`src/nlpb_pkg.sv`:
```
// Shared types and constants of the next-line prefetch buffer.
// Used by nlpb_ctrl, nlpb_dp and next_line_prefetch_buffer; no dependencies.
package nlpb_pkg;

    localparam int HIT_BITS   = 16;
    localparam int STAT_BITS  = 32;
    localparam int OFS_BITS   = 13;
    localparam int APB_DATA   = 32;
    localparam int APB_ADDR   = 3;

    localparam logic [HIT_BITS-1:0] HITS_MAX     = '1;
    localparam logic [OFS_BITS-1:0] OFS_RESET    = 13'd64;
    localparam logic [APB_ADDR-1:0] REG_OFS_ADDR = 3'd0;

    typedef enum logic [1:0] {
        OP_LOOKUP = 2'd0,
        OP_FILL   = 2'd1,
        OP_INVAL  = 2'd2,
        OP_DEMAND = 2'd3
    } op_t;

    typedef enum logic [2:0] {
        S_IDLE,
        S_MATCH,
        S_APPLY,
        S_SCAN,
        S_EVICT,
        S_FINISH
    } state_t;

    // controller to datapath
    typedef struct packed {
        logic load;
        logic match;
        logic apply;
        logic scan_start;
        logic scan_step;
        logic evict;
        logic finish;
    } cmd_t;

    // datapath to controller
    typedef struct packed {
        logic any_match;
        logic full;
        logic is_fill;
        logic scan_last;
        logic out_free;
    } sts_t;

endpackage

```
`src/nlpb_ctrl.sv`:
```
// Sequencer of the prefetch buffer: steps one beat through match, apply,
// victim scan, eviction and result hand-off. Depends on nlpb_pkg.
module nlpb_ctrl (
    input  logic          clk,
    input  logic          rst_n,
    input  logic          in_valid,
    input  nlpb_pkg::sts_t sts,
    output nlpb_pkg::cmd_t cmd,
    output logic          in_stall
);
    import nlpb_pkg::*;

    state_t state_reg, state_next;

    // state register
    always_ff @(posedge clk or negedge rst_n)
    begin
        if (!rst_n)
            state_reg <= S_IDLE;
        else
            state_reg <= state_next;
    end

    // next state
    always_comb
    begin
        state_next = state_reg;
        case (state_reg)
            S_IDLE:
            begin
                if (in_valid)
                    state_next = S_MATCH;
            end
            S_MATCH:  state_next = S_APPLY;
            S_APPLY:
            begin
                if (sts.is_fill && !sts.any_match && sts.full)
                    state_next = S_SCAN;
                else
                    state_next = S_FINISH;
            end
            S_SCAN:
            begin
                if (sts.scan_last)
                    state_next = S_EVICT;
            end
            S_EVICT:  state_next = S_FINISH;
            S_FINISH:
            begin
                if (sts.out_free)
                    state_next = S_IDLE;
            end
            default:  state_next = S_IDLE;
        endcase
    end

    // commands
    always_comb
    begin
        cmd      = '0;
        in_stall = 1'b1;
        case (state_reg)
            S_IDLE:
            begin
                in_stall = 1'b0;
                cmd.load = in_valid;
            end
            S_MATCH:  cmd.match = 1'b1;
            S_APPLY:
            begin
                if (sts.is_fill && !sts.any_match && sts.full)
                    cmd.scan_start = 1'b1;
                else
                    cmd.apply = 1'b1;
            end
            S_SCAN:   cmd.scan_step = 1'b1;
            S_EVICT:  cmd.evict = 1'b1;
            S_FINISH: cmd.finish = sts.out_free;
            default:  cmd = '0;
        endcase
    end

endmodule

```
`config.mk`:
```
export PLATFORM = sky130hd
export DESIGN_NAME = nlpb_ctrl
export DESIGN_NICKNAME = d
export VERILOG_FILES = /design/src/nlpb_pkg.sv /design/src/nlpb_ctrl.sv
export SDC_FILE = /design/constraint.sdc
export NUM_CORES = 1
export LEC_CHECK = 0
export ABC_AREA = 1
export BUFFER_PORTS_ARGS = -buffer_cell sky130_fd_sc_hd__buf_2
export CORE_AREA = 2 2 39 41
export DETAILED_ROUTE_END_ITERATION = 7
export DIE_AREA = 0 0 41 43
export SYNTH_ARGS = -nofsm -noshare
export SYNTH_HDL_FRONTEND = slang
export SYNTH_SLANG_ARGS = --single-unit
```
`constraint.sdc`:
```
create_clock -name clk -period 0.9 [get_ports clk]
set_input_delay 0.045 -clock clk [delete_from_list [all_inputs] [get_ports clk]]
set_output_delay 0.045 -clock clk [all_outputs]
set_load 0.05 [all_outputs]
```
After elaboration in Yosys (flattened, before gate mapping) --
Index checks and enable logic that the tools add are counted.
Cells by class: multiplexer cells 14, reductions and logical operators 5, eq/ne operators 8
Operators with widths (number):
- $pmux 3 s6 | 1
- $mux 3 | 4
- $mux 1 | 8
- $eq 3x2->1 const B | 2
- $eq 3x3->1 const B | 2
- $ne 2x2->1 const B | 3
- $eq 3x1->1 const B | 1
- $logic_not 3->1 | 1
- $reduce_and 3->1 | 1
- $logic_and 1x1->1 | 2
- $mux 2 | 1
- $logic_not 1->1 | 1
Word-level totals: output and inout port bits 8, logic and storage cells 28, input bits 8, register bits after elaboration 3

Longest topological paths before layout --
depth after elaboration 5, depth in mapped cells 5, gate-level depth less buffers 5

Worst setup path before layout --
Ideal clock, no wire load.
path kind register to register, from register state_reg[1], to register state_reg[1], required time 0.830 ns, cell stages (with the launch flop) 4, path slack -0.942 ns, setup time 0.070 ns, path buffers 0, arrival time 1.772 ns, period minus slack after synthesis 1.842 ns, path through dfrtp_1 nor3_1 nor2_1 nand2_1
Between the ends: cells in the longest elaborated chain, start to end 3, elaborated cells on any way between the ends 11, classes of those cells eq/ne: 8; mux: 1; reduce/logical: 2
Ends and longest elaborated chain:
- from (decl) | line nlpb_ctrl.sv:13 | state_t state_reg, state_next;
- from (signal assigned) | line nlpb_ctrl.sv:21 | state_reg <= state_next;
- $eq 3x2->1 (tied with other cells) | line nlpb_ctrl.sv:28 | case (state_reg)
- $ne 2x2->1 (no source line)
- $reduce_and 3->1 (no source line)
Several ways; a longest one is shown, not always the timed one. A chain may end at the register's enable or synchronous reset.

==> flow_metrics.py <==
metrics = {
    "status": {
        "run_status": "complete, but fails checks",
        "violations": "negative setup slack",
    },
    "global_routing": {
        "grt.total_usage_pct": 10.3,
        "overflow": 0,
        "grt_antenna_before_repair": 0,
        "grt.met3_usage_pct": 4.71,
        "grt_most_used_layer": "met2",
        "grt_max_degree": 7,
        "gr-usage-met1_pct": 10.0,
        "grt_pass1_vias": 301,
        "grt_pass1_wl_um": 1100,
        "use_met2_pct": 14.7,
    },
    "die": {
        "core-area_um2": 1380,
        "ios": 16,
        "die_area_um2": 1760,
        "initial_core_util_pct": 17.3,
        "die_width_um": 41,
        "fp-row-count": 14,
        "dieHeight_um": 43,
    },
    "timing": {
        "worst_slew_pin_slew_ns": 0.248,
        "post-route-min-period_ns": 1.28,
        "max-slew-margin-rel_pct": 83.5,
        "clock_skew_ns": 0.000247,
        "fmax_mhz": 780,
        "worst_slack_ns": -0.382,
        "drv_slew": 0,
        "finalSetupViolCount": 11,
        "fin_tns_setup_ns": -3.14,
        "rsz0062_at_grt": "yes",
        "fin_crit_sh_pct": 142,
        "report.final.hold_viol_count": 0,
    },
    "final_layout": {
        "n_antenna_cell": 0,
        "final_core_utilization_pct": 40.4,
        "largest_reg_flops": 3,
        "fillers": 158,
        "register_area_um2": 76.3,
        "drive_above_1_share_pct": 68.2,
        "multi_input_area_um2": 200,
        "syn2layout_area_growth_pct": 134,
        "layout.cells.non_filler": 82,
        "final_nets": 75,
    },
    "detailed_routing": {
        "ant_nets": 0,
        "via_count": 326,
        "via_per_inst": 3.98,
        "wire_per_inst_um": 8.77,
        "drcViolationCount": 0,
        "wirelength_um": 719,
        "dr.pass1.iters": 2,
        "drtIter0Drc": 4,
    },
    "pwr": {
        "peakVddDrop_mv": 1.13,
        "finalPower_w": 0.00209,
        "p_leak_nw": 0.278,
        "p_per_area_nw_per_um2": 3730,
    },
    "synth": {
        "synth_ff_type": "dfrtp_1",
        "ys_ff_latch": 3,
        "synth_sequential_area_ratio_pct": 31.4,
        "synth_top_cells_by_count": "nor2_1, inv_1, nand2_1",
        "synth_most_common_cell": "nor2_1",
        "synth_edf_count": 0,
        "syn-instance-count": 37,
        "synth_largest_area_cell": "dfrtp_1",
        "syn_area_um2": 239,
        "yosys_warnings": 0,
        "synth_area_leaders": "dfrtp_1, nor2_1, inv_1",
        "synth_fp_nets": 45,
        "synth_cell_types": 16,
        "synth_top_area_share_pct": 31.4,
        "ys_async_sr_fraction_pct": 100,
        "syn_area_per_cell_um2": 6.46,
    },
    "job": {
        "max-cap-violations": 0,
    },
    "setup_path": {
        "path_delay_family": "flip-flops",
        "crit_type": "flip-flop to primary output",
        "crit_arrival_ns": 1.24,
        "crit_path_max_fanout": 4,
        "required_ns": 0.85,
        "slowest_delay_ns": 0.41,
        "path_buf_inv": 2,
        "crit_path_end_kind": "primary output",
        "crit_path_start_kind": "flip-flop",
        "crit_slowest_cell": "dfrtp_1",
        "path_cells": "inv_2, nand3_4, nor3_4, buf_6",
    },
    "place": {
        "numPortBuffers": 15,
        "place_congestion": 0.761,
        "pre_cts_ws_ns": -0.270,
        "detailed_place_hpwl_um": 557,
        "dp_cells": 75,
    },
    "clocking": {
        "clkLatencyLatePin_ns": 0.23,
        "cts.path.max_buffers": 2,
        "path_clk_slew_ns": 0.03,
        "htreeDepth": 1,
        "cts_tree": "done",
        "cts.sinks": 3,
        "cts-root-buf": "clkbuf_4",
        "cts_buffers": 3,
    },
    "worst_hold_path": {
        "min_path_type": "input pin to async pin",
    },
}
## worst reg2reg max path, cell delays in order, from the launching register on
cell	delay, ns
dfrtp_1	0.41
inv_2	0.10
nand3_4	0.09
nor3_4	0.21
buf_4	0.13
nor2_1	0.03
nand2_1	0.04
## per-stage QoR
| step | hold slack (ns) | cell area (µm²) |
|---|---|---|
| global placement | -0.157 | 434 |
| finish | 0.138 | 559 |
| detailed placement | -0.153 | 434 |
| CTS | 0.134 | 541 |
| floorplan | -0.251 | 287 |
| global route | 0.150 | 559 |
## final cells by class
cell class / count / share of cell area [%]
multi-input cells: 25 / 35.8
repair buffers: 25 / 34.5
flip-flops and latches: 3 / 13.6
inverters: 9 / 7.83
clock buffers: 4 / 4.70
well taps: 16 / 3.58
## cell families after synthesis
family	share of synthesized area, %
AND/OR/NAND/NOR	43.5
flip-flops	31.4
AO/OA/AOI/OAI	11.0
buffers and inverters	14.1
## power breakdown
part	leakage (nW)	internal [W]	switching, W
clock network	0.0150	0.000166	0.0000675
logic	0.227	0.000613	0.000945
registers	0.0361	0.000205	0.0000888
total	0.278	0.000984	0.00110
## cells in the final DEF (no fill, tap or decap), drive strengths merged
| cell | instances |
|---|---|
| buf | 24 |
| nor2 | 8 |
| inv | 7 |
| nand2 | 6 |
| clkbuf | 4 |
| nand3 | 4 |
| dfrtp | 3 |
| nor3 | 2 |
| clkinvlp | 2 |
| o21ai | 2 |
| nand4 | 1 |
| o21bai | 1 |
| a21oi | 1 |
| dlygate4sd3 | 1 |
## routing by layer
metal / vias up / wire length [µm] / share of wire [%]
met1: 143 / 281 / 39
li1: 173 / - / -
met4: 0 / 0 / 0
met5: - / 0 / 0
met3: 0 / 43 / 6.0
met2: 10 / 394 / 55
## final timing paths
check,startpoint,endpoint,slack (ns),cells past startpoint
worst min-delay path,rst_n,state_reg[2],0.14,2
worst max-delay path,state_reg[0],cmd[3],-0.38,4
min in group clk,sts[1],state_reg[1],0.14,4
worst min register to register,state_reg[2],state_reg[1],0.65,3
worst max register to register,state_reg[0],state_reg[1],-0.19,6
max in group asynchronous,rst_n,state_reg[1],0.64,2
## repair_timing
item                                   CTS  global route
endpoints found under the hold margin    3             0
setup endpoints to repair               11            11
hold buffers                             1             0
buffers inserted                         1             2
gates resized for setup                 19             2
pin swaps                                2             2
No activity file was read; power rests on OpenSTA's default activity.
